==> src/hdl/mevq_pkg.sv <==
`default_nettype none
// ----------------------------------------------------------------------------
// mevq_pkg
// Shared types, constants and helpers of the pointer event queue.
// ----------------------------------------------------------------------------
package mevq_pkg;

  localparam int QUEUE_DEPTH = 16;
  localparam int PTR_W       = $clog2(QUEUE_DEPTH);
  localparam int FILL_W      = $clog2(QUEUE_DEPTH + 1);
  localparam int COORD_W     = 16;
  localparam int BTN_W       = 3;

  typedef logic [PTR_W-1:0]   ptr_t;
  typedef logic [FILL_W-1:0]  fill_t;
  typedef logic [COORD_W-1:0] coord_t;
  typedef logic [BTN_W-1:0]   btn_t;

  typedef enum logic [1:0] {
    MODE_POLL    = 2'd0,
    MODE_DEQUEUE = 2'd1,
    MODE_LAST    = 2'd2,
    MODE_NOP     = 2'd3
  } mode_t;

  typedef enum logic [1:0] {
    KIND_MOVED = 2'd0,
    KIND_LEFT  = 2'd1,
    KIND_RIGHT = 2'd2,
    KIND_OTHER = 2'd3
  } kind_t;

  localparam btn_t BTN_LEFT_ONLY  = 3'd1;
  localparam btn_t BTN_RIGHT_ONLY = 3'd2;

  typedef enum logic {
    ST_IDLE = 1'b0,
    ST_READ = 1'b1
  } state_t;

  typedef struct packed {
    kind_t  kind;
    coord_t x;
    coord_t y;
    btn_t   buttons;
  } entry_t;

  localparam int ENTRY_W = $bits(entry_t);

  typedef struct packed {
    coord_t x;
    coord_t y;
    btn_t   buttons;
  } sample_t;

  typedef struct packed {
    logic  produce;
    kind_t kind;
  } det_t;

  typedef struct packed {
    logic   event_valid;
    kind_t  event_kind;
    coord_t x;
    coord_t y;
    btn_t   buttons;
    logic   queued;
    logic   dropped;
  } result_t;

  function automatic ptr_t ptr_advance(ptr_t p);
    ptr_t q;
    if (p == PTR_W'(QUEUE_DEPTH - 1)) begin
      q = '0;
    end else begin
      q = p + ptr_t'(1);
    end
    return q;
  endfunction

endpackage
`default_nettype wire

==> src/hdl/mevq_ram.sv <==
`default_nettype none
// ----------------------------------------------------------------------------
// mevq_ram
// Simple dual-port memory, one write and one registered read per cycle.
// ----------------------------------------------------------------------------
module mevq_ram #(
  parameter int DEPTH  = 16,
  parameter int WIDTH  = 37,
  parameter int ADDR_W = $clog2(DEPTH)
) (
  input  wire logic              clk,
  input  wire logic              wr_en,
  input  wire logic [ADDR_W-1:0] wr_addr,
  input  wire logic [WIDTH-1:0]  wr_data,
  input  wire logic              rd_en,
  input  wire logic [ADDR_W-1:0] rd_addr,
  output logic      [WIDTH-1:0]  rd_data
);

  logic [WIDTH-1:0] mem [DEPTH];

  always_ff @(posedge clk) begin
    if (wr_en) begin
      mem[wr_addr] <= wr_data;
    end
  end

  always_ff @(posedge clk) begin
    if (rd_en) begin
      rd_data <= mem[rd_addr];
    end
  end

endmodule
`default_nettype wire

==> src/hdl/mevq_detect.sv <==
`default_nettype none
// ----------------------------------------------------------------------------
// mevq_detect
// Change detector: compares a polled sample with the recorded one and
// classifies the event.
// ----------------------------------------------------------------------------
module mevq_detect
  import mevq_pkg::*;
(
  input  wire logic    clk,
  input  wire logic    rst_n,
  input  wire logic    poll,
  input  wire sample_t sample,
  output det_t         det
);

  coord_t prev_x_r;
  coord_t prev_y_r;
  btn_t   prev_buttons_r;

  always_comb begin
    det.produce = 1'b0;
    det.kind    = KIND_MOVED;
    priority if (sample.x != prev_x_r || sample.y != prev_y_r) begin
      det.produce = 1'b1;
      det.kind    = KIND_MOVED;
    end else if (sample.buttons != prev_buttons_r) begin
      det.produce = 1'b1;
      priority if (sample.buttons == BTN_LEFT_ONLY) begin
        det.kind = KIND_LEFT;
      end else if (sample.buttons == BTN_RIGHT_ONLY) begin
        det.kind = KIND_RIGHT;
      end else begin
        det.kind = KIND_OTHER;
      end
    end else begin
      det.produce = 1'b0;
    end
  end

  always_ff @(posedge clk) begin
    if (!rst_n) begin
      prev_x_r       <= '0;
      prev_y_r       <= '0;
      prev_buttons_r <= '0;
    end else if (poll && det.produce) begin
      prev_x_r       <= sample.x;
      prev_y_r       <= sample.y;
      prev_buttons_r <= sample.buttons;
    end
  end

`ifndef NO_ASSERTIONS
  a_produce_on_change: assert property (@(posedge clk) disable iff (!rst_n)
    (sample.x != prev_x_r) |-> det.produce)
    else $error("position change not detected");

  a_record_sample: assert property (@(posedge clk) disable iff (!rst_n)
    (poll && det.produce) |=> (prev_x_r == $past(sample.x) && prev_y_r == $past(sample.y)
                               && prev_buttons_r == $past(sample.buttons)))
    else $error("sample not recorded");

  a_kind_moved: assert property (@(posedge clk) disable iff (!rst_n)
    (det.produce && det.kind != KIND_MOVED) |-> (sample.x == prev_x_r && sample.y == prev_y_r))
    else $error("button kind with moved position");
`endif

endmodule
`default_nettype wire

==> src/hdl/mouse_event_queue.sv <==
`default_nettype none
// ----------------------------------------------------------------------------
// mouse_event_queue
// Pointer event queue with change detection.
//
// Input words carry a mode in in_tuser and a pointer sample in in_tdata.
// A poll compares the sample with the recorded one and queues a moved,
// left, right or other-button event in a ring of QUEUE_DEPTH entries; a
// full ring drops the event and flags it. A dequeue returns the oldest
// event, a read-last returns the sample of the last dequeued event.
// Every accepted word yields exactly one result word.
// Timing: poll, read-last, empty dequeue and the unused mode give their
// result in the cycle after acceptance; a dequeue from a non-empty ring
// gives it after the ST_READ state, set by the registered read of the event
// memory. Throughput: one word per cycle while out_tready is high, except
// that a non-empty dequeue holds the input during ST_READ.
// Reset empties the ring and clears the recorded and last samples; the
// memory contents stay as they are and need no clearing pass.
// A stalled out_tready holds the result register and deasserts in_tready.
// ----------------------------------------------------------------------------
module mouse_event_queue
  import mevq_pkg::*;
(
  input  wire logic        clk,
  input  wire logic        rst_n,
  input  wire logic        in_tvalid,
  output logic             in_tready,
  input  wire logic [39:0] in_tdata,   // sample_x, sample_y, sample_buttons, zero pad
  input  wire logic [1:0]  in_tuser,   // mode
  output logic             out_tvalid,
  input  wire logic        out_tready,
  output logic      [39:0] out_tdata,  // out_x, out_y, out_buttons, queued, dropped, zero pad
  output logic      [2:0]  out_tuser   // event_valid, event_kind
);

  state_t  state_r,  state_nxt;
  ptr_t    wr_ptr_r, wr_ptr_nxt;
  ptr_t    rd_ptr_r, rd_ptr_nxt;
  fill_t   fill_r,   fill_nxt;
  sample_t last_r,   last_nxt;
  logic    out_valid_r, out_valid_nxt;
  result_t res_r,    res_nxt;

  logic    in_acc;
  mode_t   mode;
  sample_t sample;
  det_t    det;
  logic    full;
  logic    empty;
  logic    ram_we;
  logic    ram_re;
  entry_t  wr_entry;
  logic [ENTRY_W-1:0] rd_bits;
  entry_t  rd_entry;

  assign mode           = mode_t'(in_tuser);
  assign sample.x       = in_tdata[15:0];
  assign sample.y       = in_tdata[31:16];
  assign sample.buttons = in_tdata[34:32];
  assign in_acc         = in_tvalid && in_tready;
  assign full           = (fill_r == FILL_W'(QUEUE_DEPTH));
  assign empty          = (fill_r == '0);
  assign rd_entry       = entry_t'(rd_bits);

  assign wr_entry.kind    = det.kind;
  assign wr_entry.x       = sample.x;
  assign wr_entry.y       = sample.y;
  assign wr_entry.buttons = sample.buttons;

  mevq_detect u_detect (
    .clk    (clk),
    .rst_n  (rst_n),
    .poll   (in_acc && mode == MODE_POLL),
    .sample (sample),
    .det    (det)
  );

  mevq_ram #(
    .DEPTH (QUEUE_DEPTH),
    .WIDTH (ENTRY_W)
  ) u_ram (
    .clk     (clk),
    .wr_en   (ram_we),
    .wr_addr (wr_ptr_r),
    .wr_data (wr_entry),
    .rd_en   (ram_re),
    .rd_addr (rd_ptr_r),
    .rd_data (rd_bits)
  );

  always_comb begin
    in_tready     = (state_r == ST_IDLE) && (!out_valid_r || out_tready);
    state_nxt     = state_r;
    wr_ptr_nxt    = wr_ptr_r;
    rd_ptr_nxt    = rd_ptr_r;
    fill_nxt      = fill_r;
    last_nxt      = last_r;
    out_valid_nxt = out_valid_r && !out_tready;
    res_nxt       = res_r;
    ram_we        = 1'b0;
    ram_re        = 1'b0;

    unique case (state_r)
      ST_IDLE: begin
        if (in_acc) begin
          res_nxt = '0;
          unique case (mode)
            MODE_POLL: begin
              out_valid_nxt      = 1'b1;
              res_nxt.event_kind = det.kind;
              if (det.produce) begin
                if (full) begin
                  res_nxt.dropped = 1'b1;
                end else begin
                  ram_we         = 1'b1;
                  wr_ptr_nxt     = ptr_advance(wr_ptr_r);
                  fill_nxt       = fill_r + fill_t'(1);
                  res_nxt.queued = 1'b1;
                end
              end
            end
            MODE_DEQUEUE: begin
              if (empty) begin
                out_valid_nxt = 1'b1;
              end else begin
                ram_re     = 1'b1;
                rd_ptr_nxt = ptr_advance(rd_ptr_r);
                fill_nxt   = fill_r - fill_t'(1);
                state_nxt  = ST_READ;
              end
            end
            MODE_LAST: begin
              out_valid_nxt   = 1'b1;
              res_nxt.x       = last_r.x;
              res_nxt.y       = last_r.y;
              res_nxt.buttons = last_r.buttons;
            end
            MODE_NOP: begin
              out_valid_nxt = 1'b1;
            end
          endcase
        end
      end
      ST_READ: begin
        out_valid_nxt       = 1'b1;
        res_nxt             = '0;
        res_nxt.event_valid = 1'b1;
        res_nxt.event_kind  = rd_entry.kind;
        res_nxt.x           = rd_entry.x;
        res_nxt.y           = rd_entry.y;
        res_nxt.buttons     = rd_entry.buttons;
        last_nxt.x          = rd_entry.x;
        last_nxt.y          = rd_entry.y;
        last_nxt.buttons    = rd_entry.buttons;
        state_nxt           = ST_IDLE;
      end
    endcase
  end

  always_ff @(posedge clk) begin
    if (!rst_n) begin
      state_r     <= ST_IDLE;
      wr_ptr_r    <= '0;
      rd_ptr_r    <= '0;
      fill_r      <= '0;
      last_r      <= '0;
      out_valid_r <= 1'b0;
    end else begin
      state_r     <= state_nxt;
      wr_ptr_r    <= wr_ptr_nxt;
      rd_ptr_r    <= rd_ptr_nxt;
      fill_r      <= fill_nxt;
      last_r      <= last_nxt;
      out_valid_r <= out_valid_nxt;
    end
  end

  always_ff @(posedge clk) begin
    res_r <= res_nxt;
  end

  assign out_tvalid = out_valid_r;
  assign out_tuser  = {res_r.event_kind, res_r.event_valid};
  assign out_tdata  = {3'b000, res_r.dropped, res_r.queued, res_r.buttons, res_r.y, res_r.x};

`ifndef NO_ASSERTIONS
  a_fill_bound: assert property (@(posedge clk) disable iff (!rst_n)
    fill_r <= FILL_W'(QUEUE_DEPTH))
    else $error("fill count beyond queue depth");

  a_ptr_match: assert property (@(posedge clk) disable iff (!rst_n)
    (empty || full) |-> (wr_ptr_r == rd_ptr_r))
    else $error("pointers disagree with fill count");

  a_read_follows: assert property (@(posedge clk) disable iff (!rst_n)
    (in_acc && mode == MODE_DEQUEUE && !empty) |=> (state_r == ST_READ && !in_tready))
    else $error("dequeue did not enter memory read");

  a_drop_when_full: assert property (@(posedge clk) disable iff (!rst_n)
    (out_valid_r && res_r.dropped) |-> full)
    else $error("event dropped without full queue");

  a_read_result: assert property (@(posedge clk) disable iff (!rst_n)
    (state_r == ST_READ) |=> (out_valid_r && res_r.event_valid))
    else $error("memory read gave no result");
`endif

endmodule
`default_nettype wire
==> config.mk <==
export PLATFORM = sky130hd
export DESIGN_NAME = mouse_event_queue
export DESIGN_NICKNAME = d
export VERILOG_FILES = /design/src/hdl/mevq_pkg.sv /design/src/hdl/mevq_ram.sv /design/src/hdl/mevq_detect.sv /design/src/hdl/mouse_event_queue.sv
export SDC_FILE = /design/constraint.sdc
export NUM_CORES = 1
export LEC_CHECK = 0
export BUFFER_PORTS_ARGS = -buffer_cell sky130_fd_sc_hd__buf_2
export CAP_MARGIN = 40
export CELL_PAD_IN_SITES_DETAIL_PLACEMENT = 1
export CELL_PAD_IN_SITES_GLOBAL_PLACEMENT = 1
export CORE_UTILIZATION = 49
export CTS_CLUSTER_DIAMETER = 30
export DETAILED_ROUTE_END_ITERATION = 6
export MAX_ROUTING_LAYER = met4
export PLACE_DENSITY = 0.75
export SKIP_CTS_REPAIR_TIMING = 1
export SYNTH_ARGS = -nofsm -noshare
export SYNTH_HDL_FRONTEND = slang
export SYNTH_SLANG_ARGS = --single-unit
export TNS_END_PERCENT = 20
==> constraint.sdc <==
create_clock -name clk -period 2.4 [get_ports clk]
set_input_delay 0.12 -clock clk [delete_from_list [all_inputs] [get_ports clk]]
set_output_delay 0.12 -clock clk [all_outputs]
set_load 0.01 [all_outputs]
==> results of run 1 <==
cells in the final DEF (no fill, tap or decap), drive strengths merged, types with 4 or more instances in the layout:
cell type,count
bufinv,19
edfxtp,669
dlygate4sd3,39
clkinv,48
and3,18
clkinvlp,7
xor2,4
mux2i,72
xnor2,34
clkbuf,168
nand4,8
o21ai,8
diode,5
ha,8
nor2,49
mux4,185
dfxtp,85
a22o,37
nand2,81
nor3,7
nor4,4
nand3,7
inv,28
buf,211
a21oi,13
logic make-up after synthesis:
kind of cell             count (synthesis)  synth area share
flip-flops                             754             0.751
multiplexers                           257             0.168
AND/OR/NAND/NOR                        185            0.0306
buffers and inverters                   85            0.0139
AO/OA/AOI/OAI                           74            0.0203
XOR/XNOR                                38            0.0115
adder cells (fa/ha/maj)                  9           0.00414
other                                    1          0.000129
flip-flops by register name (all words and copies together) (netlist names):
name and count:
u_ram.mem 592, out_tdata 37, u_ram.rd_data 37, last_r 35
u_detect.prev_x_r 16, u_detect.prev_y_r 16, fill_r 5, rd_ptr_r 4
wr_ptr_r 4, out_tuser 3, u_detect.prev_buttons_r 3, out_tvalid 1
state_r 1
routing by layer:
metal | part of all wire | wire length [um] | global-route usage
met1 | 0.37 | 31000 | 0.343
met2 | 0.52 | 43200 | 0.457
met3 | 0.079 | 6650 | 0.0749
met4 | 0.034 | 2830 | 0.114
met5 | 0 | 0 | -
worst paths after layout:
kind              slack, ps                   from                    end
hold / removal           30             out_tready             out_tvalid
setup reg to reg        -40   u_detect.prev_y_r[0]   u_detect.prev_y_r[0]
setup / recovery        -40   u_detect.prev_y_r[0]   u_detect.prev_y_r[0]
hold reg to reg         480  u_detect.prev_x_r[10]  u_detect.prev_x_r[10]
worst reg2reg max path, cell delays in order (launching register included):
cell and delay [ps]:
dfxtp_2 340, xnor2_2 180, buf_4 170, nand4_1 140, nor4_4 340, buf_4 180
and3_4 250, buf_6 180, nor2_4 90, buf_12 180, mux2i_1 270
per-stage QoR:
step                      instances  power [mW]  hold WS (ps)  area (sq um)  worst slack [ps]
after floorplan                1405        15.5           219         29000              -220
after global placement         2306        16.1           409         31600             -84.6
after detailed placement       2307        16.2           410         31600              -143
after CTS                      2563        36.3          -339         36400              -274
after global routing           2610        37.1          71.7         37100              -127
final                          2612        36.3          34.1         37100             -40.0
power by group through the flow:
stage	logic [mW]	registers, mW	clock network (mW)
4_1_cts	1.42	14.5	20.4
5_1_grt	1.58	14.5	21.0
6_report	1.50	14.5	20.3
3_5_place_dp	1.38	14.8	0
3_3_place_gp	1.32	14.8	0
2_1_floorplan	0.688	14.8	0
area by class of cell:
type / count / share of cell area
diodes: 5 / 0.000337
flip-flops and latches: 754 / 0.587
clock buffers: 165 / 0.0971
repair buffers: 253 / 0.0652
inverters: 11 / 0.00111
well taps: 765 / 0.0258
clock inverters: 91 / 0.0330
multi-input cells: 568 / 0.190
==> metrics.md, run 1 <==
| Metric | Value |
|---|---|
| Status | finished with violations |
| Failing checks | negative setup slack |
| Slowest CP cell | dfxtp_2 |
| FF/Latch Area | 0.0218 sq mm |
| Leak | 12.3 nW |
| Sw frac | 0.227 |
| Final Max Slew Viols | 0 |
| Most common cell on crit path | buf_4 |
| Post-Syn Instances | 1403 |
| Critical path's top delay family | simple AND/OR/NAND/NOR gates |
| Yosys top cell area share | 0.692 |
| Number of synthesized register bits | 754 |
| Largest net degree at the start of global routing | 73 |
| Critical path class | reg2reg |
| CTS tree | built |
| Fin nets | 1780 |
| Clock share of power | 0.558 |
| Final worst setup slack | -40.0 ps |
| Worst IR Drop VDD | 776 uV |
| Row count | 88 |
| DRT Wirelength | 83.8 mm |
| Cells along the critical path | xnor2_2 > buf_4 > nand4_1 > nor4_4 > buf_4 > and3_4 > buf_6 > nor2_4 > buf_12 > mux2i_1 |
| P_sw | 8.24 mW |
| 1st-pass router iterations | 5 |
| Max-slew headroom | 0.574 |
| Initial antenna violation count | 5 |
| Setup crit end kind | flop |
| Max clock buf depth | 3 |
| Unique masters post-synth | 53 |
| Core area | 0.0581 sq mm |
| Horiz. Die Dim | 245 um |
| Via-to-Cell Ratio | 6.12 |
| Fin. Hold Viols | 0 |
| Fin Setup TNS | -1040 ps |
| CTS Sinks | 754 |
| Vias in the first global route | 17100 |
| Min-delay worst type | in2reg |
| Fillcell total | 4770 |
| Overflow after GRT | 0 |
| Layout Skew | 40.5 ps |
| R2R depth | 10 |
| Period Utilization, post-route | 1.02 |
| Tot GR Track Use | 0.284 |
| 1st-iter DRT viols | 1753 |
| DRC | 0 |
| Footprint of the multi-input gates | 0.00706 sq mm |
| DIE AREA | 0.0602 sq mm |
| Global-route wire length before repair | 116 mm |
| Yosys synthesis warning count | 0 |
| Internal cell power | 28.1 mW |
| Worst setup SP type | flop |
| # setup viols final | 67 |
| Fin util | 0.639 |
| Avg Cell Area, Syn | 20.7 sq um |
| Reg clk slew, reported paths | 50 ps |
| Yosys top cell by area | edfxtp_1 |
| Combinational Power Share | 0.041 |
| CP Data Arrival Time | 3050 ps |
| DR WL/cell | 32.1 um |
| F_max | 410 MHz |
| Mapped cell area | 0.0290 sq mm |
| Chip height | 245 um |
| Placer Congestion | 0.810 |
| Clock Latency Late Sink | 730 ps |
| Number of cells on the critical path | 10 |
| Count leader, synth | edfxtp_1 |
| Starting density of the core | 0.499 |
| Post-route ant nets | 0 |
| WP data required | 3010 ps |
| Area Growth Syn to Fin | 28.0% |
| FFs w/ async S/R, synth | 0 |
| Root buffer cell | clkbuf_16 |
| Total CTS buffers | 137 |
| Ports | 91 |
| Via count | 16000 |
| Post-synth top cells | edfxtp_1, mux4_2, dfxtp_1 |
| IO buf count | 82 |
| Largest cells by area after synthesis | edfxtp_1, mux4_2, dfxtp_1 |
| Share of cells above drive strength 1 | 0.370 |
| # Max-Cap Violations | 0 |
| Worst slew pin tran | 640 ps |
| H-tree depth | 4 |
| Sequential share of the synthesized area | 0.751 |
| Period minus WS final | 2440 ps |
| Part of the power in registers | 0.401 |
| CP peak stage delay | 340 ps |
| Critical path fanouts, max | 15 |
| Buf/Inv on CP | 4 |
| DP Wirelength | 44.8 mm |
| Power Density | 978 mW/mm^2 |
| Primary FF master, synth | edfxtp_1 |
| Post-synth EDFFs | 669 |
| Worst hold path stage count | 4 |
(Power assumes the default switching activity.)
==> run 2, diff against run 1 <==
--- a/config.mk
+++ b/config.mk
@@ -7,13 +7,11 @@
 export LEC_CHECK = 0
 export BUFFER_PORTS_ARGS = -buffer_cell sky130_fd_sc_hd__buf_2
 export CAP_MARGIN = 40
-export CELL_PAD_IN_SITES_DETAIL_PLACEMENT = 1
-export CELL_PAD_IN_SITES_GLOBAL_PLACEMENT = 1
-export CORE_UTILIZATION = 49
+export CORE_UTILIZATION = 50
 export CTS_CLUSTER_DIAMETER = 30
 export DETAILED_ROUTE_END_ITERATION = 6
 export MAX_ROUTING_LAYER = met4
-export PLACE_DENSITY = 0.75
+export PLACE_DENSITY = 0.69
 export SKIP_CTS_REPAIR_TIMING = 1
 export SYNTH_ARGS = -nofsm -noshare
 export SYNTH_HDL_FRONTEND = slang
==> run 2 against run 1 <==
Against the previous run:
- the run now ends clean
- critical path depth decreased by 3
- maximum frequency increased by 6.1%
- total power decreased by 4.7%
- sequential cell count unchanged
- sequential share of layout area increased by 0.87 points
- final cell count decreased by 1.1%
- die area decreased by 2.0%
- worst hold slack got worse by 11 ps
- core utilization increased by 0.51 points
- count of clock-buffer cells in the layout decreased by 8
- critical path type unchanged
- highest routed layer unchanged
==> metrics.md, run 2 (synthesized netlist as in run 1, its figures left out) <==
| Metric | Value |
|---|---|
| WP data required | 2820 ps (was 3010 ps) |
| Leak | 12.1 nW (was 12.3 nW) |
| Number of cells on the critical path | 7 (was 10) |
| Reg2reg end | u_ram.mem[2][27] (was u_detect.prev_y_r[0]) |
| Horiz. Die Dim | 243 um (was 245 um) |
| DRC | 0 (unchanged) |
| Max-slew headroom | 0.564 (was 0.574) |
| Worst setup SP type | flop (unchanged) |
| Share of cells above drive strength 1 | 0.356 (was 0.370) |
| DIE AREA | 0.0590 sq mm (was 0.0602 sq mm) |
| Ports | 91 (unchanged) |
| Final Max Slew Viols | 0 (unchanged) |
| Via count | 14800 (was 16000) |
| Chip height | 243 um (was 245 um) |
| 1st-iter DRT viols | 1394 (was 1753) |
| Max FFs per register | 592 (unchanged) |
| CTS Sinks | 754 (unchanged) |
| Min-delay worst type | in2reg (unchanged) |
| P_sw | 7.22 mW (was 8.24 mW) |
| Status | finished clean (was finished with violations) |
| Combinational Power Share | 0.039 (was 0.041) |
| F_max | 435 MHz (was 410 MHz) |
| Part of the power in registers | 0.420 (was 0.401) |
| Placer Congestion | 0.817 (was 0.810) |
| R2R depth | 7 (was 10) |
| Vias in the first global route | 15400 (was 17100) |
| Post-route ant nets | 0 (unchanged) |
| Power Density | 946 mW/mm^2 (was 978 mW/mm^2) |
| DRT Wirelength | 65.4 mm (was 83.8 mm) |
| R2r setup slk | 100 ps (was -40 ps) |
| Met2 WL post-DR | 32.2 mm (was 43.2 mm) |
| Fin nets | 1769 (was 1780) |
| Critical path class | reg2reg (unchanged) |
| Via-to-Cell Ratio | 5.74 (was 6.12) |
| Clock Latency Late Sink | 710 ps (was 730 ps) |
| Setup crit end kind | flop (unchanged) |
| Commonest non-fill, non-tap cell in the layout | edfxtp_1 (unchanged) |
| Internal cell power | 27.4 mW (was 28.1 mW) |
| M1 WL | 27.3 mm (was 31.0 mm) |
| RSZ-0062 raised after global routing | no |
| Total chip power | 34.6 mW (was 36.3 mW) |
| Row count | 87 (was 88) |
| Routed wl met3 | 4.50 mm (was 6.65 mm) |
| Fin. Hold Viols | 0 (unchanged) |
| Period Utilization, post-route | 0.958 (was 1.02) |
| Overflow after GRT | 0 (unchanged) |
| Largest net degree at the start of global routing | 46 (was 73) |
| Most frequent cells in the layout | edfxtp_1, mux4_2, clkbuf_16 (unchanged) |
| # Max-Cap Violations | 0 (unchanged) |
| # setup viols final | 0 (was 67) |
| CP Data Arrival Time | 2720 ps (was 3050 ps) |
| Initial antenna violation count | 3 (was 5) |
| Slowest CP cell | nor4_4 (was dfxtp_2) |
| Period minus WS final | 2300 ps (was 2440 ps) |
| Reg clk slew, reported paths | 50 ps (about the same) |
| Core area | 0.0568 sq mm (was 0.0581 sq mm) |
| Worst IR Drop VDD | 888 uV (was 776 uV) |
| DR WL/cell | 25.3 um (was 32.1 um) |
| Clock share of power | 0.541 (was 0.558) |
| Global-route wire length before repair | 98.0 mm (was 116 mm) |
| Cells along the critical path | xnor2_1 > nand4_1 > nor4_4 > and3_4 > nor2_4 > and3_2 > buf_4 (was xnor2_2 > buf_4 > nand4_1 > nor4_4 > buf_4 > and3_4 > buf_6 > nor2_4 > buf_12 > mux2i_1) |
| H-tree depth | 4 (unchanged) |
| IO buf count | 82 (unchanged) |
| Starting density of the core | 0.511 (was 0.499) |
| Area Growth Syn to Fin | 26.1% (was 28.0%) |
| Critical Path End | u_ram.mem[2][27] (was u_detect.prev_y_r[0]) |
| Tot GR Track Use | 0.237 (was 0.284) |
| Worst slew pin tran | 654 ps (was 640 ps) |
| Buf/Inv on CP | 1 (was 4) |
| CP peak stage delay | 360 ps (was 340 ps) |
| Crit path from | u_detect.prev_y_r[8] (was u_detect.prev_y_r[0]) |
| Layout Skew | 27.4 ps (was 40.5 ps) |
| CTS tree | built (unchanged) |
| Largest Register | u_ram.mem (unchanged) |
| Critical path's top delay family | simple AND/OR/NAND/NOR gates (unchanged) |
| Fillcell total | 3741 (was 4770) |
| Fin Setup TNS | 0 ps (was -1040 ps) |
| Highest routed layer | met4 (unchanged) |
| Max clock buf depth | 3 (unchanged) |
| Critical path fanouts, max | 17 (was 15) |
| Sw frac | 0.209 (was 0.227) |
| DP Wirelength | 37.4 mm (was 44.8 mm) |
| Total CTS buffers | 133 (was 137) |
| 1st-pass router iterations | 5 (unchanged) |
| R2R Path Start | u_detect.prev_y_r[8] (was u_detect.prev_y_r[0]) |
| Root buffer cell | clkbuf_16 (unchanged) |
==> run 2: worst min-delay path, cell delays in order <==
cell and delay (ps):
buf_2 70, nand2b_1 140, buf_4 140, and2_1 140, a21oi_1 60
==> run 2: worst min-delay path by stage <==
stage | endpoint | cells after the start | slack [ps] | from
after detailed placement | u_ram.mem[10][24] | 1 | 410 | in_tdata[5]
after global placement | u_ram.mem[14][5] | 1 | 410 | in_tdata[18]
final | out_tvalid | 5 | 20 | out_tready
after CTS | u_ram.mem[10][24] | 1 | -340 | in_tdata[5]
after global routing | out_tvalid | 5 | 90 | out_tready
after floorplan | u_ram.mem[0][0] | 0 | 220 | in_tdata[32]
==> run 2: routing by layer <==
layer | vias up | GRT usage
met4 | 0 | 0.0869
met2 | 546 | 0.358
met1 | 7772 | 0.313
li1 | 6416 | -
met5 | - | -
met3 | 96 | 0.0598
==> run 2: power groups by stage <==
stage / registers (mW) / clock network, mW / logic (mW)
floorplan: 14.8 / 0 / 0.688
global placement: 14.8 / 0 / 1.28
detailed placement: 14.8 / 0 / 1.32
CTS: 14.5 / 19.0 / 1.33
global route: 14.5 / 19.5 / 1.47
finish: 14.5 / 18.7 / 1.36
==> run 2: layout make-up <==
cell class	instances	area [sq um]	share of cell area
timing repair buffer	248	2360	0.0646
antenna	3	7.51	0.000205
inverter	11	41.3	0.00113
clock inverter	88	985	0.0269
clock buffer	157	3570	0.0975
tap	756	946	0.0259
sequential	754	21800	0.596
multi-input combinational	566	6870	0.188
==> run 2: metrics by stage <==
stage / utilization / std cells / instance area, sq um / setup slack (ps) / hold WS (ps)
floorplan: - / 1405 / 29000 / -220 / 219
global placement: 0.556 / 2295 / 31600 / 9.56 / 409
detailed placement: 0.557 / 2296 / 31600 / -24.7 / 410
CTS: 0.637 / 2541 / 36200 / -48.0 / -338
global route: 0.644 / 2583 / 36600 / 12.4 / 93.8
finish: 0.644 / 2583 / 36600 / 99.8 / 22.7
==> run 3, diff against run 2 <==
--- a/config.mk
+++ b/config.mk
@@ -5,9 +5,11 @@
 export SDC_FILE = /design/constraint.sdc
 export NUM_CORES = 1
 export LEC_CHECK = 0
+export ABC_AREA = 1
 export BUFFER_PORTS_ARGS = -buffer_cell sky130_fd_sc_hd__buf_2
 export CAP_MARGIN = 40
 export CORE_UTILIZATION = 50
+export CTS_BUF_LIST = sky130_fd_sc_hd__clkbuf_4 sky130_fd_sc_hd__clkbuf_8
 export CTS_CLUSTER_DIAMETER = 30
 export DETAILED_ROUTE_END_ITERATION = 6
 export MAX_ROUTING_LAYER = met4
==> run 3 against run 2 <==
Against the previous run:
- sequential power about the same
- critical path type unchanged
- maximum frequency up 3.5%
- clock skew up 14 ps
- highest routed layer unchanged
- cell area down 3.0%
- via count up 31%
==> metrics.md, run 3 <==
| Metric | Value |
|---|---|
| Status | finished clean (unchanged) |
| Max clock buf depth | 3 (unchanged) |
| Post-synth top cells | edfxtp_1, nor2_1, nand2_1 (was edfxtp_1, mux4_2, dfxtp_1) |
| Commonest non-fill, non-tap cell in the layout | edfxtp_1 (unchanged) |
| Post-synth EDFFs | 669 (unchanged) |
| Chip height | 245 um (was 243 um) |
| WP data required | 2860 ps (was 2820 ps) |
| Fin. Hold Viols | 0 (unchanged) |
| Vias in the first global route | 18800 (was 15400) |
| Pre-CTS WS | 204 ps (was -24.7 ps) |
| Unique masters post-synth | 39 (was 53) |
| DRC | 0 (unchanged) |
| 1st-iter DRT viols | 2300 (was 1394) |
| Clock Latency Late Sink | 790 ps (was 710 ps) |
| R2r setup slk | 180 ps (was 100 ps) |
| Max FFs per register | 592 (unchanged) |
| Part of the power in registers | 0.495 (was 0.420) |
| Combinational Power Share | 0.055 (was 0.039) |
| # setup viols final | 0 (unchanged) |
| Yosys top cell by area | edfxtp_1 (unchanged) |
| R2R depth | 12 (was 7) |
| Initial antenna violation count | 5 (was 3) |
| Sw frac | 0.222 (was 0.209) |
| Horiz. Die Dim | 245 um (was 243 um) |
| Overflow after GRT | 0 (unchanged) |
| Largest cells by area after synthesis | edfxtp_1, dfxtp_1, nor2_1 (was edfxtp_1, mux4_2, dfxtp_1) |
| Yosys synthesis warning count | 0 (unchanged) |
| Worst slew pin tran | 681 ps (was 654 ps) |
| Via-to-Cell Ratio | 5.81 (was 5.74) |
| Share of cells above drive strength 1 | 0.193 (was 0.356) |
| Setup crit end kind | flop (unchanged) |
| Row count | 88 (was 87) |
| Internal cell power | 22.8 mW (was 27.4 mW) |
| DRT Wirelength | 74.3 mm (was 65.4 mm) |
| Leak | 12.1 nW (about the same) |
| Placer Congestion | 0.849 (was 0.817) |
| Reg2reg end | u_ram.mem[10][4] (was u_ram.mem[2][27]) |
| Sequential share of the synthesized area | 0.738 (was 0.751) |
| Total CTS buffers | 139 (was 133) |
| DP Wirelength | 44.0 mm (was 37.4 mm) |
| Fin util | 0.612 (was 0.644) |
| Post-Syn Instances | 2229 (was 1403) |
| Starting density of the core | 0.509 (was 0.511) |
| Area Growth Syn to Fin | 20.2% (was 26.1%) |
| Count leader, synth | edfxtp_1 (unchanged) |
| CTS Sinks | 754 (unchanged) |
| RSZ-0062 raised after global routing | no (unchanged) |
| R2R Path Start | u_detect.prev_x_r[4] (was u_detect.prev_y_r[8]) |
| Ports | 91 (unchanged) |
| Period minus WS final | 2220 ps (was 2300 ps) |
| Footprint of the multi-input gates | 0.00713 sq mm (was 0.00687 sq mm) |
| Clock share of power | 0.450 (was 0.541) |
| DR WL/cell | 22.2 um (was 25.3 um) |
| Via count | 19400 (was 14800) |
| Min-delay worst type | in2reg (unchanged) |
| Largest net degree at the start of global routing | 102 (was 46) |
| DIE AREA | 0.0600 sq mm (was 0.0590 sq mm) |
| Yosys top cell area share | 0.680 (was 0.692) |
| Max-slew headroom | 0.545 (was 0.564) |
| Reg clk slew, reported paths | 60 ps (was 50 ps) |
| Critical path class | reg2reg (unchanged) |
| IO buf count | 82 (unchanged) |
| CP Data Arrival Time | 2680 ps (was 2720 ps) |
| # Max-Cap Violations | 0 (unchanged) |
| 1st-pass router iterations | 6 (was 5) |
| CTS tree | built (unchanged) |
| Fillcell total | 4293 (was 3741) |
| Most frequent cells in the layout | edfxtp_1, nor2_1, nand2_1 (was edfxtp_1, mux4_2, clkbuf_16) |
| H-tree depth | 4 (unchanged) |
| Layout Skew | 41.4 ps (was 27.4 ps) |
| Worst hold margin | 20.8 ps (was 22.7 ps) |
| Power Density | 826 mW/mm^2 (was 946 mW/mm^2) |
| Critical Path End | u_ram.mem[10][4] (was u_ram.mem[2][27]) |
| Primary FF master, synth | edfxtp_1 (unchanged) |
| Fin nets | 2523 (was 1769) |
| Mapped cell area | 0.0295 sq mm (was 0.0290 sq mm) |
| F_max | 450 MHz (was 435 MHz) |
| Worst IR Drop VDD | 636 uV (was 888 uV) |
| Largest Register | u_ram.mem (unchanged) |
| Worst setup SP type | flop (unchanged) |
| Core area | 0.0580 sq mm (was 0.0568 sq mm) |
| Number of synthesized register bits | 754 (unchanged) |
| Final worst setup slack | 178 ps (was 99.8 ps) |
| Global-route wire length before repair | 112 mm (was 98.0 mm) |
| Crit path from | u_detect.prev_x_r[4] (was u_detect.prev_y_r[8]) |
| Period Utilization, post-route | 0.926 (was 0.958) |
| FF/Latch Area | 0.0218 sq mm (about the same) |
| FFs w/ async S/R, synth | 0 (unchanged) |
| Avg Cell Area, Syn | 13.2 sq um (was 20.7 sq um) |
| Tot GR Track Use | 0.259 (was 0.237) |
| Critical path fanouts, max | 18 (was 17) |
| Post-route ant nets | 0 (unchanged) |
| Final Max Slew Viols | 0 (unchanged) |
| P_sw | 6.52 mW (was 7.22 mW) |
| Root buffer cell | clkbuf_8 (was clkbuf_16) |
[run 3: cell families after synthesis]
group                      Yosys count  share of synthesized area
buffers and inverters              198                     0.0276
and+or+nand+nor                    733                      0.101
AOI/OAI and AO/OA                  444                     0.0997
muxes                               62                     0.0210
other                                1                   0.000127
adders and majority gates            9                    0.00407
DFF                                754                      0.738
xor gates and xnor gates            28                    0.00831
[run 3: worst min-delay path by stage]
stage	start	endpoint	slack [ps]	cells after the start
floorplan	in_tdata[32]	u_ram.mem[0][0]	220	0
global placement	in_tdata[5]	u_ram.mem[14][24]	410	1
detailed placement	in_tvalid	out_tvalid	410	3
CTS	in_tdata[5]	u_ram.mem[14][24]	-440	1
global route	out_tready	u_ram.rd_data[35]	20	5
finish	out_tready	rd_ptr_r[2]	20	7
[run 3: area by class of cell]
cell class,count,share of cell area
Sequential cell,754,0.614
Multi-Input combinational cell,1279,0.201
Clock buffer,192,0.0674
Timing Repair Buffer,239,0.0658
Tap cell,765,0.0270
Clock inverter,61,0.0186
Inverter,55,0.00603
Antenna cell,2,0.000141
[run 3: critical path: stages, from the launching register on]
cell	delay, ps
dfxtp_1	330
inv_1	50
nand2_1	60
nand2_1	60
nand2_1	130
nor2_1	70
nand2_1	150
nor2_2	80
nand3_4	110
nand3_4	130
buf_12	190
nor3_4	280
buf_12	240
[run 3: per-stage QoR]
step                      power [mW]  instance area (sq um)  instances  setup TNS [ps]
after floorplan                 15.6                  29700       2231          -29070
after global placement          16.3                  32000       3051               0
after detailed placement        16.3                  32000       3052               0
after CTS                       29.5                  35100       3305               0
after global routing            30.3                  35500       3347               0
final                           29.3                  35500       3347               0
[run 3: power by group through the flow]
stage,combinational (mW),clock [mW],sequential (mW)
4_1_cts,1.56,13.4,14.5
2_1_floorplan,0.829,0,14.8
6_report,1.62,13.2,14.5
3_5_place_dp,1.55,0,14.8
3_3_place_gp,1.51,0,14.8
5_1_grt,1.76,14.0,14.5
[run 3: metal layers]
metal,up-vias,GRT usage,routed length (um)
li1,8739,-,-
met1,9648,0.343,30900
met2,917,0.397,35300
met3,130,0.0583,6390
met4,0,0.0899,1740
met5,-,-,0
